===== config.mk =====
export PLATFORM = sky130hd
export DESIGN_NAME = ldpc_boxplus_check_node_flat
export DESIGN_NICKNAME = d
export VERILOG_FILES = /design/src/hw/rtl/bpcn_pkg.sv /design/src/hw/rtl/bpcn_pair_if.sv /design/src/hw/rtl/bpcn_llr_if.sv /design/src/hw/rtl/ldpc_boxplus_check_node.sv /design/src/hw/rtl/bpcn_front.sv /design/src/hw/rtl/bpcn_horner.sv /design/src/hw/rtl/bpcn_back.sv /design/src/flat_wrapper.sv
export VERILOG_INCLUDE_DIRS = /design/src /design/src/hw/rtl
export SDC_FILE = /design/constraint.sdc
export NUM_CORES = 2
export LEC_CHECK = 0
export ABC_CLOCK_PERIOD_IN_PS = 8200
export BUFFER_PORTS_ARGS = -buffer_cell sky130_fd_sc_hd__buf_2
export CORE_ASPECT_RATIO = 1.75
export CORE_UTILIZATION = 65
export DETAILED_ROUTE_END_ITERATION = 6
export PLACE_DENSITY = 0.93
export SLEW_MARGIN = 20
export SYNTH_ARGS = -nofsm -noshare
export SYNTH_HDL_FRONTEND = slang
export SYNTH_SLANG_ARGS = --single-unit

===== constraint.sdc =====
create_clock -name i_clk -period 8.2 [get_ports i_clk]
set_clock_uncertainty 0.2 [all_clocks]
set_input_delay 1.64 -clock i_clk [delete_from_list [all_inputs] [get_ports i_clk]]
set_output_delay 1.64 -clock i_clk [all_outputs]
set_load 0.03 [all_outputs]

===== src/hw/rtl/ldpc_boxplus_check_node_macros.svh =====
// ----------------------------------------------------------------------------
// ldpc boxplus check node assertion macros
// implication and next-cycle implication checks, empty when synthesizing
// ----------------------------------------------------------------------------
`ifndef LDPC_BOXPLUS_CHECK_NODE_MACROS_SVH
`define LDPC_BOXPLUS_CHECK_NODE_MACROS_SVH

`ifndef SYNTHESIS
`define BPCN_ASSERT_IMP(label, clk, rst_n, ante, cons) \
    label: assert property (@(posedge clk) disable iff (!rst_n) (ante) |-> (cons)) \
        else $error("bpcn assertion failed");
`define BPCN_ASSERT_NXT(label, clk, rst_n, ante, cons) \
    label: assert property (@(posedge clk) disable iff (!rst_n) (ante) |=> (cons)) \
        else $error("bpcn assertion failed");
`else
`define BPCN_ASSERT_IMP(label, clk, rst_n, ante, cons)
`define BPCN_ASSERT_NXT(label, clk, rst_n, ante, cons)
`endif

`endif


===== src/hw/rtl/bpcn_pkg.sv =====
// ----------------------------------------------------------------------------
// bpcn_pkg
// correction polynomial coefficients and accumulator type
// ----------------------------------------------------------------------------
`timescale 1ns / 1ps
`default_nettype none

package bpcn_pkg;

    // coefficient scale, units of 2^-16
    localparam int COEF_FRAC  = 16;
    // accumulator width, covers every horner intermediate with margin
    localparam int ACC_W      = 24;
    // integer bits of the saturated correction argument (up to 8.0)
    localparam int Z_INT_BITS = 4;

    typedef logic signed [ACC_W-1:0] t_acc;

    localparam t_acc C0 = t_acc'(45288);
    localparam t_acc C1 = t_acc'(-32419);
    localparam t_acc C2 = t_acc'(8553);
    localparam t_acc C3 = t_acc'(-806);

    // coefficient added after each horner multiply, in step order
    localparam t_acc HORNER_COEF [0:2] = '{C2, C1, C0};

endpackage

`default_nettype wire


===== src/hw/rtl/bpcn_pair_if.sv =====
// ----------------------------------------------------------------------------
// bpcn_pair_if
// valid/ready channel carrying one pair of input llrs
// ----------------------------------------------------------------------------
`timescale 1ns / 1ps
`default_nettype none

interface bpcn_pair_if #(
    parameter int LLR_BITS = 16
);
    logic                       valid;
    logic                       ready;
    logic signed [LLR_BITS-1:0] llr_a;
    logic signed [LLR_BITS-1:0] llr_b;

    modport source (output valid, output llr_a, output llr_b, input ready);
    modport sink   (input valid, input llr_a, input llr_b, output ready);
endinterface

`default_nettype wire


===== src/hw/rtl/bpcn_llr_if.sv =====
// ----------------------------------------------------------------------------
// bpcn_llr_if
// valid/ready channel carrying one result llr
// ----------------------------------------------------------------------------
`timescale 1ns / 1ps
`default_nettype none

interface bpcn_llr_if #(
    parameter int LLR_BITS = 16
);
    logic                       valid;
    logic                       ready;
    logic signed [LLR_BITS-1:0] check_llr;

    modport source (output valid, output check_llr, input ready);
    modport sink   (input valid, input check_llr, output ready);
endinterface

`default_nettype wire


===== src/hw/rtl/ldpc_boxplus_check_node.sv =====
// ----------------------------------------------------------------------------
// ldpc_boxplus_check_node
// boxplus of two llrs: signed min-sum plus polynomial correction term
// ----------------------------------------------------------------------------
//
//  channel    dir   payload                  handshake
//  i_pair     in    llr_a, llr_b (signed)    valid / ready
//  o_check    out   check_llr (signed)       valid / ready
//
//  one transaction per cycle sustained while o_check is ready; a result passes
//  through the front stage, three horner multiply stages and the output stage
//  the three horner steps set the depth: one multiplier per lane per stage
//  i_rst_n (synchronous, active low) clears the stage valid bits only
//  a stalled output holds its result; stages behind it keep filling bubbles,
//  so input is taken while any stage is free
//
`timescale 1ns / 1ps
`default_nettype none

`include "ldpc_boxplus_check_node_macros.svh"

module ldpc_boxplus_check_node
    import bpcn_pkg::*;
#(
    parameter int LLR_BITS  = 16,
    parameter int FRAC_BITS = 8
) (
    input  wire logic    i_clk,
    input  wire logic    i_rst_n,
    bpcn_pair_if.sink    i_pair,
    bpcn_llr_if.source   o_check
);
    localparam int ZW     = FRAC_BITS + Z_INT_BITS;
    localparam int STAGES = 5;

    // stage valid bits and per-stage load enables
    logic [STAGES-1:0]          r_v;
    logic [STAGES-1:0]          n_v;
    logic [STAGES-1:0]          w_en;

    // front stage outputs
    logic signed [LLR_BITS:0]   w_term0;
    logic [ZW-1:0]              w_z1_s0;
    logic [ZW-1:0]              w_z2_s0;

    // side data riding along the horner stages
    logic signed [LLR_BITS:0]   r_term [1:3];
    logic [ZW-1:0]              r_z1   [1:2];
    logic [ZW-1:0]              r_z2   [1:2];
    logic [ZW-1:0]              w_z1   [0:2];
    logic [ZW-1:0]              w_z2   [0:2];

    // horner accumulators per lane, entry 0 is the leading coefficient
    t_acc                       w_acc1 [0:3];
    t_acc                       w_acc2 [0:3];

    // ------------------------------------------------------------------
    // pipeline control: a stage loads when empty or when the next one loads
    // ------------------------------------------------------------------
    always_comb begin
        w_en[STAGES-1] = !r_v[STAGES-1] || o_check.ready;
        for (int k = STAGES - 2; k >= 0; k--) begin
            w_en[k] = !r_v[k] || w_en[k+1];
        end
        n_v = r_v;
        if (w_en[0]) begin
            n_v[0] = i_pair.valid;
        end
        for (int k = 1; k < STAGES; k++) begin
            if (w_en[k]) begin
                n_v[k] = r_v[k-1];
            end
        end
    end

    always_ff @(posedge i_clk) begin
        if (!i_rst_n) begin
            r_v <= '0;
        end else begin
            r_v <= n_v;
        end
    end

    assign i_pair.ready  = w_en[0];
    assign o_check.valid = r_v[STAGES-1];

    // ------------------------------------------------------------------
    // stage 0: min-sum term and correction arguments
    // ------------------------------------------------------------------
    bpcn_front #(
        .LLR_BITS  (LLR_BITS),
        .FRAC_BITS (FRAC_BITS)
    ) u_front (
        .i_clk   (i_clk),
        .i_en    (w_en[0]),
        .i_llr_a (i_pair.llr_a),
        .i_llr_b (i_pair.llr_b),
        .o_term  (w_term0),
        .o_z1    (w_z1_s0),
        .o_z2    (w_z2_s0)
    );

    // ------------------------------------------------------------------
    // delay lines for the min-sum term and horner arguments
    // ------------------------------------------------------------------
    always_ff @(posedge i_clk) begin
        if (w_en[1]) begin
            r_term[1] <= w_term0;
            r_z1[1]   <= w_z1_s0;
            r_z2[1]   <= w_z2_s0;
        end
        if (w_en[2]) begin
            r_term[2] <= r_term[1];
            r_z1[2]   <= r_z1[1];
            r_z2[2]   <= r_z2[1];
        end
        if (w_en[3]) begin
            r_term[3] <= r_term[2];
        end
    end

    assign w_z1[0]   = w_z1_s0;
    assign w_z2[0]   = w_z2_s0;
    assign w_z1[1]   = r_z1[1];
    assign w_z2[1]   = r_z2[1];
    assign w_z1[2]   = r_z1[2];
    assign w_z2[2]   = r_z2[2];
    assign w_acc1[0] = C3;
    assign w_acc2[0] = C3;

    // ------------------------------------------------------------------
    // stages 1..3: horner evaluation of j(|a+b|) and j(|a-b|)
    // ------------------------------------------------------------------
    for (genvar k = 0; k < 3; k++) begin : g_horner
        bpcn_horner #(
            .FRAC_BITS (FRAC_BITS)
        ) u_sum_lane (
            .i_clk  (i_clk),
            .i_en   (w_en[k+1]),
            .i_z    (w_z1[k]),
            .i_acc  (w_acc1[k]),
            .i_coef (HORNER_COEF[k]),
            .o_acc  (w_acc1[k+1])
        );

        bpcn_horner #(
            .FRAC_BITS (FRAC_BITS)
        ) u_dif_lane (
            .i_clk  (i_clk),
            .i_en   (w_en[k+1]),
            .i_z    (w_z2[k]),
            .i_acc  (w_acc2[k]),
            .i_coef (HORNER_COEF[k]),
            .o_acc  (w_acc2[k+1])
        );
    end

    // ------------------------------------------------------------------
    // stage 4: combine, saturate and hold for the output handshake
    // ------------------------------------------------------------------
    bpcn_back #(
        .LLR_BITS  (LLR_BITS),
        .FRAC_BITS (FRAC_BITS)
    ) u_back (
        .i_clk       (i_clk),
        .i_en        (w_en[4]),
        .i_term      (r_term[3]),
        .i_j1        (w_acc1[3]),
        .i_j2        (w_acc2[3]),
        .o_check_llr (o_check.check_llr)
    );

    // ------------------------------------------------------------------
    // checks
    // ------------------------------------------------------------------
    // an empty output stage means the whole pipeline can advance
    `BPCN_ASSERT_IMP(a_ready_when_out_empty, i_clk, i_rst_n, !r_v[4], i_pair.ready)
    // an accepted transaction always lands in the front stage
    `BPCN_ASSERT_NXT(a_accept_fills_front, i_clk, i_rst_n, i_pair.valid && i_pair.ready, r_v[0])
    // a held middle stage keeps its item
    `BPCN_ASSERT_NXT(a_stall_keeps_item, i_clk, i_rst_n, r_v[2] && !w_en[2], r_v[2])
    // a new result only comes from a valid last horner stage
    `BPCN_ASSERT_IMP(a_out_from_stage3, i_clk, i_rst_n, $rose(r_v[4]), $past(r_v[3]))

endmodule

`default_nettype wire


===== src/hw/rtl/bpcn_front.sv =====
// ----------------------------------------------------------------------------
// bpcn_front
// first stage: signed min-sum term and saturated correction arguments
// ----------------------------------------------------------------------------
`timescale 1ns / 1ps
`default_nettype none

module bpcn_front
    import bpcn_pkg::*;
#(
    parameter int LLR_BITS  = 16,
    parameter int FRAC_BITS = 8
) (
    input  wire logic                                i_clk,
    input  wire logic                                i_en,
    input  wire logic signed [LLR_BITS-1:0]          i_llr_a,
    input  wire logic signed [LLR_BITS-1:0]          i_llr_b,
    output logic signed [LLR_BITS:0]                 o_term,
    output logic [FRAC_BITS+Z_INT_BITS-1:0]          o_z1,
    output logic [FRAC_BITS+Z_INT_BITS-1:0]          o_z2
);
    localparam int ZW = FRAC_BITS + Z_INT_BITS;
    localparam int MW = (LLR_BITS + 1 > ZW) ? LLR_BITS + 1 : ZW;
    localparam logic [MW-1:0] ZMAX = MW'(8 << FRAC_BITS);

    logic [LLR_BITS-1:0]        w_mag_a;
    logic [LLR_BITS-1:0]        w_mag_b;
    logic [LLR_BITS-1:0]        w_min;
    logic                       w_neg;
    logic signed [LLR_BITS:0]   n_term;
    logic [LLR_BITS:0]          w_sum;
    logic [LLR_BITS:0]          w_dif;
    logic [LLR_BITS:0]          w_abs_sum;
    logic [LLR_BITS:0]          w_abs_dif;
    logic [MW-1:0]              w_ext_sum;
    logic [MW-1:0]              w_ext_dif;
    logic [ZW-1:0]              n_z1;
    logic [ZW-1:0]              n_z2;
    logic signed [LLR_BITS:0]   r_term;
    logic [ZW-1:0]              r_z1;
    logic [ZW-1:0]              r_z2;

    always_comb begin
        // magnitude of the most negative code reads as its true value
        w_mag_a = i_llr_a[LLR_BITS-1] ? (~i_llr_a + 1'b1) : i_llr_a;
        w_mag_b = i_llr_b[LLR_BITS-1] ? (~i_llr_b + 1'b1) : i_llr_b;
        w_min   = (w_mag_a < w_mag_b) ? w_mag_a : w_mag_b;
        w_neg   = i_llr_a[LLR_BITS-1] ^ i_llr_b[LLR_BITS-1];
        n_term  = w_neg ? -$signed({1'b0, w_min}) : $signed({1'b0, w_min});

        w_sum     = {i_llr_a[LLR_BITS-1], i_llr_a} + {i_llr_b[LLR_BITS-1], i_llr_b};
        w_dif     = {i_llr_a[LLR_BITS-1], i_llr_a} - {i_llr_b[LLR_BITS-1], i_llr_b};
        w_abs_sum = w_sum[LLR_BITS] ? (~w_sum + 1'b1) : w_sum;
        w_abs_dif = w_dif[LLR_BITS] ? (~w_dif + 1'b1) : w_dif;

        // correction is zero beyond 8.0, so clip there
        w_ext_sum = MW'(w_abs_sum);
        w_ext_dif = MW'(w_abs_dif);
        n_z1 = (w_ext_sum > ZMAX) ? ZMAX[ZW-1:0] : w_ext_sum[ZW-1:0];
        n_z2 = (w_ext_dif > ZMAX) ? ZMAX[ZW-1:0] : w_ext_dif[ZW-1:0];
    end

    always_ff @(posedge i_clk) begin
        if (i_en) begin
            r_term <= n_term;
            r_z1   <= n_z1;
            r_z2   <= n_z2;
        end
    end

    assign o_term = r_term;
    assign o_z1   = r_z1;
    assign o_z2   = r_z2;

endmodule

`default_nettype wire


===== src/hw/rtl/bpcn_horner.sv =====
// ----------------------------------------------------------------------------
// bpcn_horner
// one registered horner step: round(z * acc) + coefficient
// ----------------------------------------------------------------------------
`timescale 1ns / 1ps
`default_nettype none

module bpcn_horner
    import bpcn_pkg::*;
#(
    parameter int FRAC_BITS = 8
) (
    input  wire logic                        i_clk,
    input  wire logic                        i_en,
    input  wire logic [FRAC_BITS+Z_INT_BITS-1:0] i_z,
    input  wire t_acc                        i_acc,
    input  wire t_acc                        i_coef,
    output t_acc                             o_acc
);
    localparam int ZW = FRAC_BITS + Z_INT_BITS;
    localparam int PW = ZW + 1 + ACC_W;
    localparam logic signed [PW-1:0] HALF = PW'(1) <<< (FRAC_BITS - 1);

    logic signed [PW-1:0] w_prod;
    logic signed [PW-1:0] w_rnd;
    t_acc                 n_acc;
    t_acc                 r_acc;

    always_comb begin
        w_prod = $signed({1'b0, i_z}) * i_acc;
        // round half up back to units of 2^-16
        w_rnd  = (w_prod + HALF) >>> FRAC_BITS;
        n_acc  = $signed(w_rnd[ACC_W-1:0]) + i_coef;
    end

    always_ff @(posedge i_clk) begin
        if (i_en) begin
            r_acc <= n_acc;
        end
    end

    assign o_acc = r_acc;

endmodule

`default_nettype wire


===== src/hw/rtl/bpcn_back.sv =====
// ----------------------------------------------------------------------------
// bpcn_back
// last stage: clamp both corrections, round difference, add and saturate
// ----------------------------------------------------------------------------
`timescale 1ns / 1ps
`default_nettype none

module bpcn_back
    import bpcn_pkg::*;
#(
    parameter int LLR_BITS  = 16,
    parameter int FRAC_BITS = 8
) (
    input  wire logic                       i_clk,
    input  wire logic                       i_en,
    input  wire logic signed [LLR_BITS:0]   i_term,
    input  wire t_acc                       i_j1,
    input  wire t_acc                       i_j2,
    output logic signed [LLR_BITS-1:0]      o_check_llr
);
    localparam int SH = COEF_FRAC - FRAC_BITS;
    localparam int DW = ACC_W + 1;
    localparam int RW = ((LLR_BITS + 1 > DW) ? LLR_BITS + 1 : DW) + 1;
    localparam logic signed [DW-1:0] HALF = DW'(1) <<< (SH - 1);
    localparam logic signed [RW-1:0] HI   = RW'((1 <<< (LLR_BITS - 1)) - 1);
    localparam logic signed [RW-1:0] LO   = RW'(-(1 <<< (LLR_BITS - 1)));

    t_acc                         w_j1;
    t_acc                         w_j2;
    logic signed [DW-1:0]         w_diff;
    logic signed [DW-1:0]         w_corr;
    logic signed [RW-1:0]         w_res;
    logic signed [LLR_BITS-1:0]   n_check;
    logic signed [LLR_BITS-1:0]   r_check;

    always_comb begin
        // correction clamped below at zero
        w_j1   = i_j1[ACC_W-1] ? '0 : i_j1;
        w_j2   = i_j2[ACC_W-1] ? '0 : i_j2;
        w_diff = $signed({1'b0, w_j1}) - $signed({1'b0, w_j2});
        w_corr = (w_diff + HALF) >>> SH;
        w_res  = i_term + w_corr;
        if (w_res > HI) begin
            n_check = HI[LLR_BITS-1:0];
        end else if (w_res < LO) begin
            n_check = LO[LLR_BITS-1:0];
        end else begin
            n_check = w_res[LLR_BITS-1:0];
        end
    end

    always_ff @(posedge i_clk) begin
        if (i_en) begin
            r_check <= n_check;
        end
    end

    assign o_check_llr = r_check;

endmodule

`default_nettype wire

===== src/flat_wrapper.sv =====
// flat-port wrapper written by rule: the top's interface ports become plain ports
module ldpc_boxplus_check_node_flat import bpcn_pkg::*;
#(
    parameter int LLR_BITS  = 16,
    parameter int FRAC_BITS = 8
)
  (i_clk, i_rst_n, i_pair_valid, i_pair_llr_a, i_pair_llr_b, i_pair_ready, o_check_valid, o_check_check_llr, o_check_ready);
  bpcn_pair_if #(.LLR_BITS(LLR_BITS)) i_pair_i ();
  bpcn_llr_if #(.LLR_BITS(LLR_BITS)) o_check_i ();
  input  wire logic i_clk;
  input  wire logic i_rst_n;
  input wire logic [$bits(i_pair_i.valid)-1:0] i_pair_valid;
  input wire logic [$bits(i_pair_i.llr_a)-1:0] i_pair_llr_a;
  input wire logic [$bits(i_pair_i.llr_b)-1:0] i_pair_llr_b;
  output wire logic [$bits(i_pair_i.ready)-1:0] i_pair_ready;
  output wire logic [$bits(o_check_i.valid)-1:0] o_check_valid;
  output wire logic [$bits(o_check_i.check_llr)-1:0] o_check_check_llr;
  input wire logic [$bits(o_check_i.ready)-1:0] o_check_ready;
  assign i_pair_i.valid = i_pair_valid;
  assign i_pair_i.llr_a = i_pair_llr_a;
  assign i_pair_i.llr_b = i_pair_llr_b;
  assign i_pair_ready = i_pair_i.ready;
  assign o_check_valid = o_check_i.valid;
  assign o_check_check_llr = o_check_i.check_llr;
  assign o_check_i.ready = o_check_ready;
  ldpc_boxplus_check_node #(.LLR_BITS(LLR_BITS), .FRAC_BITS(FRAC_BITS)) u_core (.i_clk(i_clk), .i_rst_n(i_rst_n), .i_pair(i_pair_i), .o_check(o_check_i));
endmodule

==> results.md <==
* Gr usage total at between 30% and 40%
* Hold Slack at 218 ps
* Residual DRC at 0
* Routed length per placed instance at roughly 21 um
* Worst R2R Start: u_core.r_z2[1][6]
* Fmax at 0.119 GHz
* Slew @ Worst Pin at 1250 ps
* Max-slew violations at 0
* EDFF count, synth at 300
* Vias at approximately 47k
* Hold Path Origin: u_core.r_term[0][38]
* Hold violation count in the final report at 0
* Gate Count Post-Synth at 6387
* Boundary Pins at 54
* Main synth FF type: edfxtp_1
* Number of port buffers at 53
* Nets@finish at ~8k
* Die width at ~230 um
* CTS tree: yes
* Yosys warns at 0
* Sequential-to-total area share from yosys stat at between 10% and 20%
* Commonest non-fill, non-tap cell in the layout: inv_1
* Area grow syn2layout at 4.63%
* Leading cell types in the layout, fill and taps excluded: inv_1, fa_1, nand2_1
* CP Max Fanout at 15
* R2R Setup Slk at -170 ps
* FF-to-FF End: u_core.g_horner[1].u_dif_lane.o_acc[23]
* Post-layout minimum cycle time at ~8400 ps
* Die H at 405 um
* Net Count, Synth at approximately 8.0k
* Hold Crit Endpoint: u_core.r_term[0][55]
* Peak VDD IR at 465 uV
* Final GP Congestion at about 1.0
* Max_cap viols at 0
* Distinct cells, synth at 96
* Synth async-reset ratio at 0%
* 1st-pass router iterations at 6
* Hold Crit Class: register to register
* Largest net degree at the start of global routing at a little over 80
* Initial DRC count at roughly 3.7k
* Yosys top cell by area: fa_1
* Violated checks: setup timing
* Share of the synthesized area in the top cell type at ~33%
* H-tree levels at 1
* Post-Route WL at 158 mm
* Remaining antenna violation count at 0
* Crit start category: register
* Crit path capture type: register
* FF-to-FF path depth at 21
* Syn Std Cell Area at around 60000 um^2
* Fillers at roughly 6k
* Critical path class: register to register
* Share of cells above drive strength 1 at 4.70%
* Final period util at 102%
* Dpl hpwl at 125 mm
* Setup violators final at 1
* Average size of a mapped cell at between 9 and 10 um^2
* Die area at about 94000 um^2
* CTS root buf: clkbuf_16
* Total power at roughly 17 mW
* CTS buffer count at 31
* Leakage at 30.3 nW
* Rows at roughly 150
* Latest clock arrival within the worst-skew pair at ~700 ps
* Status: complete, but fails checks
* GRT overflow at 0
* Worst setup margin at -169 ps
* Initial Util at around 66%
* Power Density at between 200 and 300 nW/um^2
* Clock sinks at 305
* CTS max path bufs at 3
* Vias in the first global route at around 52k
* Max-Slew Margin vs Limit at roughly 16%
* Global-route wire length before repair at roughly 250 mm
* Via density per instance at 6.26
* CORE AREA at between 90000 and 100000 um^2
* Top cells by area, synth: fa_1, edfxtp_1, ha_1
* Register bit total from synthesis at approximately 310
* Hold Crit Depth at 0
* CTS clk-pin slew, worst paths at 70 ps
* CP Data Required Time at around 8400 ps
* CP arrival at 8580 ps
* Antenna violations before repair at 4
-- metrics by stage --
step	util (%)	TNS (ps)	std cells	setup slack [ps]	cell area, um^2
final	68.8	-169	7552	-169	63200
after global placement	67.3	0	7467	281	61900
after global routing	68.8	-291	7549	-291	63200
after floorplan	-	0	6387	806	60400
after detailed placement	67.3	-89.0	7467	-89.0	61900
after CTS	68.5	0	7529	24.1	63000
-- critical path: stages (launching register included) --
cell,delay (ps)
edfxtp_1,790
nand2_1,220
fa_1,630
fa_1,710
inv_1,130
fa_1,490
fa_1,540
fa_1,420
ha_1,300
ha_1,380
a21o_1,220
a21o_1,190
a211o_1,340
a221o_1,410
or2_1,290
or4_1,480
a211oi_2,350
o21ai_1,230
nor3_2,310
o221ai_2,140
nor2_1,210
xnor2_1,120
-- Yosys cell counts, types with 68 or more instances --
| cell type | instances |
|---|---|
| a21oi_1 | 164 |
| nor3_1 | 101 |
| ha_1 | 622 |
| fa_1 | 994 |
| nand2_1 | 799 |
| clkbuf_1 | 247 |
| nor2_1 | 170 |
| xor2_1 | 131 |
| o21ai_0 | 113 |
| and2_1 | 539 |
| xnor2_1 | 275 |
| nand3_1 | 68 |
| edfxtp_1 | 300 |
| inv_1 | 1086 |
-- state kept, by name, indices dropped and copies added, names as in the netlist --
signal and cells:
u_core.r_z1 24, u_core.u_front.o_z2 12, u_core.g_horner.u_sum_lane.o_acc 72, u_core.g_horner.u_dif_lane.o_acc 72
u_core.r_z2 24, u_core.r_term 51, u_core.u_front.o_term 17, u_core.u_back.o_check_llr 16
u_core.u_front.o_z1 12, u_core.r_v 5
-- power by group --
part | switching [mW] | internal, mW | leakage (nW)
Clock | 0.743 | 0.773 | 0.481
Sequential | 0.880 | 2.74 | 3.34
Combinational | 7.04 | 5.03 | 26.5
-- worst max-delay path by stage --
stage,startpoint,endpoint,slack (ps)
4_1_cts,u_core.r_z2[1][7],u_core.g_horner[1].u_dif_lane.o_acc[23],20
6_report,u_core.r_z2[1][6],u_core.g_horner[1].u_dif_lane.o_acc[23],-170
5_1_grt,u_core.r_z2[1][6],u_core.g_horner[1].u_dif_lane.o_acc[23],-290
3_3_place_gp,u_core.r_z2[2][2],u_core.g_horner[2].u_dif_lane.o_acc[23],280
2_1_floorplan,u_core.r_z2[1][7],u_core.g_horner[1].u_dif_lane.o_acc[23],810
3_5_place_dp,u_core.r_z2[1][1],u_core.g_horner[1].u_dif_lane.o_acc[23],-90
-- logic make-up after synthesis --
| kind of cell | after synthesis | synth area share, % |
|---|---|---|
| fa+ha+maj | 1617 | 45.8 |
| xor+xnor | 409 | 5.99 |
| simple gates | 1977 | 16.3 |
| buf+inv | 1340 | 8.33 |
| flops | 305 | 15.1 |
| mux | 17 | 0.294 |
| compound gates | 722 | 8.17 |
-- what timing repair did --
| item | CTS | global route |
|---|---|---|
| resized for setup | 2 | 12 |
| buffers inserted | 4 | 20 |
| pin swaps | 0 | 1 |
| hold buffers | 0 | 0 |
| endpoints found under the setup margin | 1 | 5 |
-- layout make-up --
type                       count  area [um^2]  area share (%)
inverter                    1087         4080            6.45
clock inverter                23          223           0.352
timing repair buffer         165         1160            1.83
multi-input combinational   4742        46400            73.3
tap                         1192         1490            2.36
sequential                   305         9110            14.4
clock buffer                  35          791            1.25
antenna                        3         7.51          0.0119
-- metal layers --
layer  global-route usage, %  routed length, um  share of wire [%]  vias up
li1                        -                  -                  -    20345
met1                    34.0              48800                 31    23008
met2                    61.9              81800                 52     2734
met3                    6.71              12100                7.7     1179
met4                    27.4              15200                9.6        6
met5                       0                 34              0.022        -
Note: power is estimated with default switching activity, not from simulation.
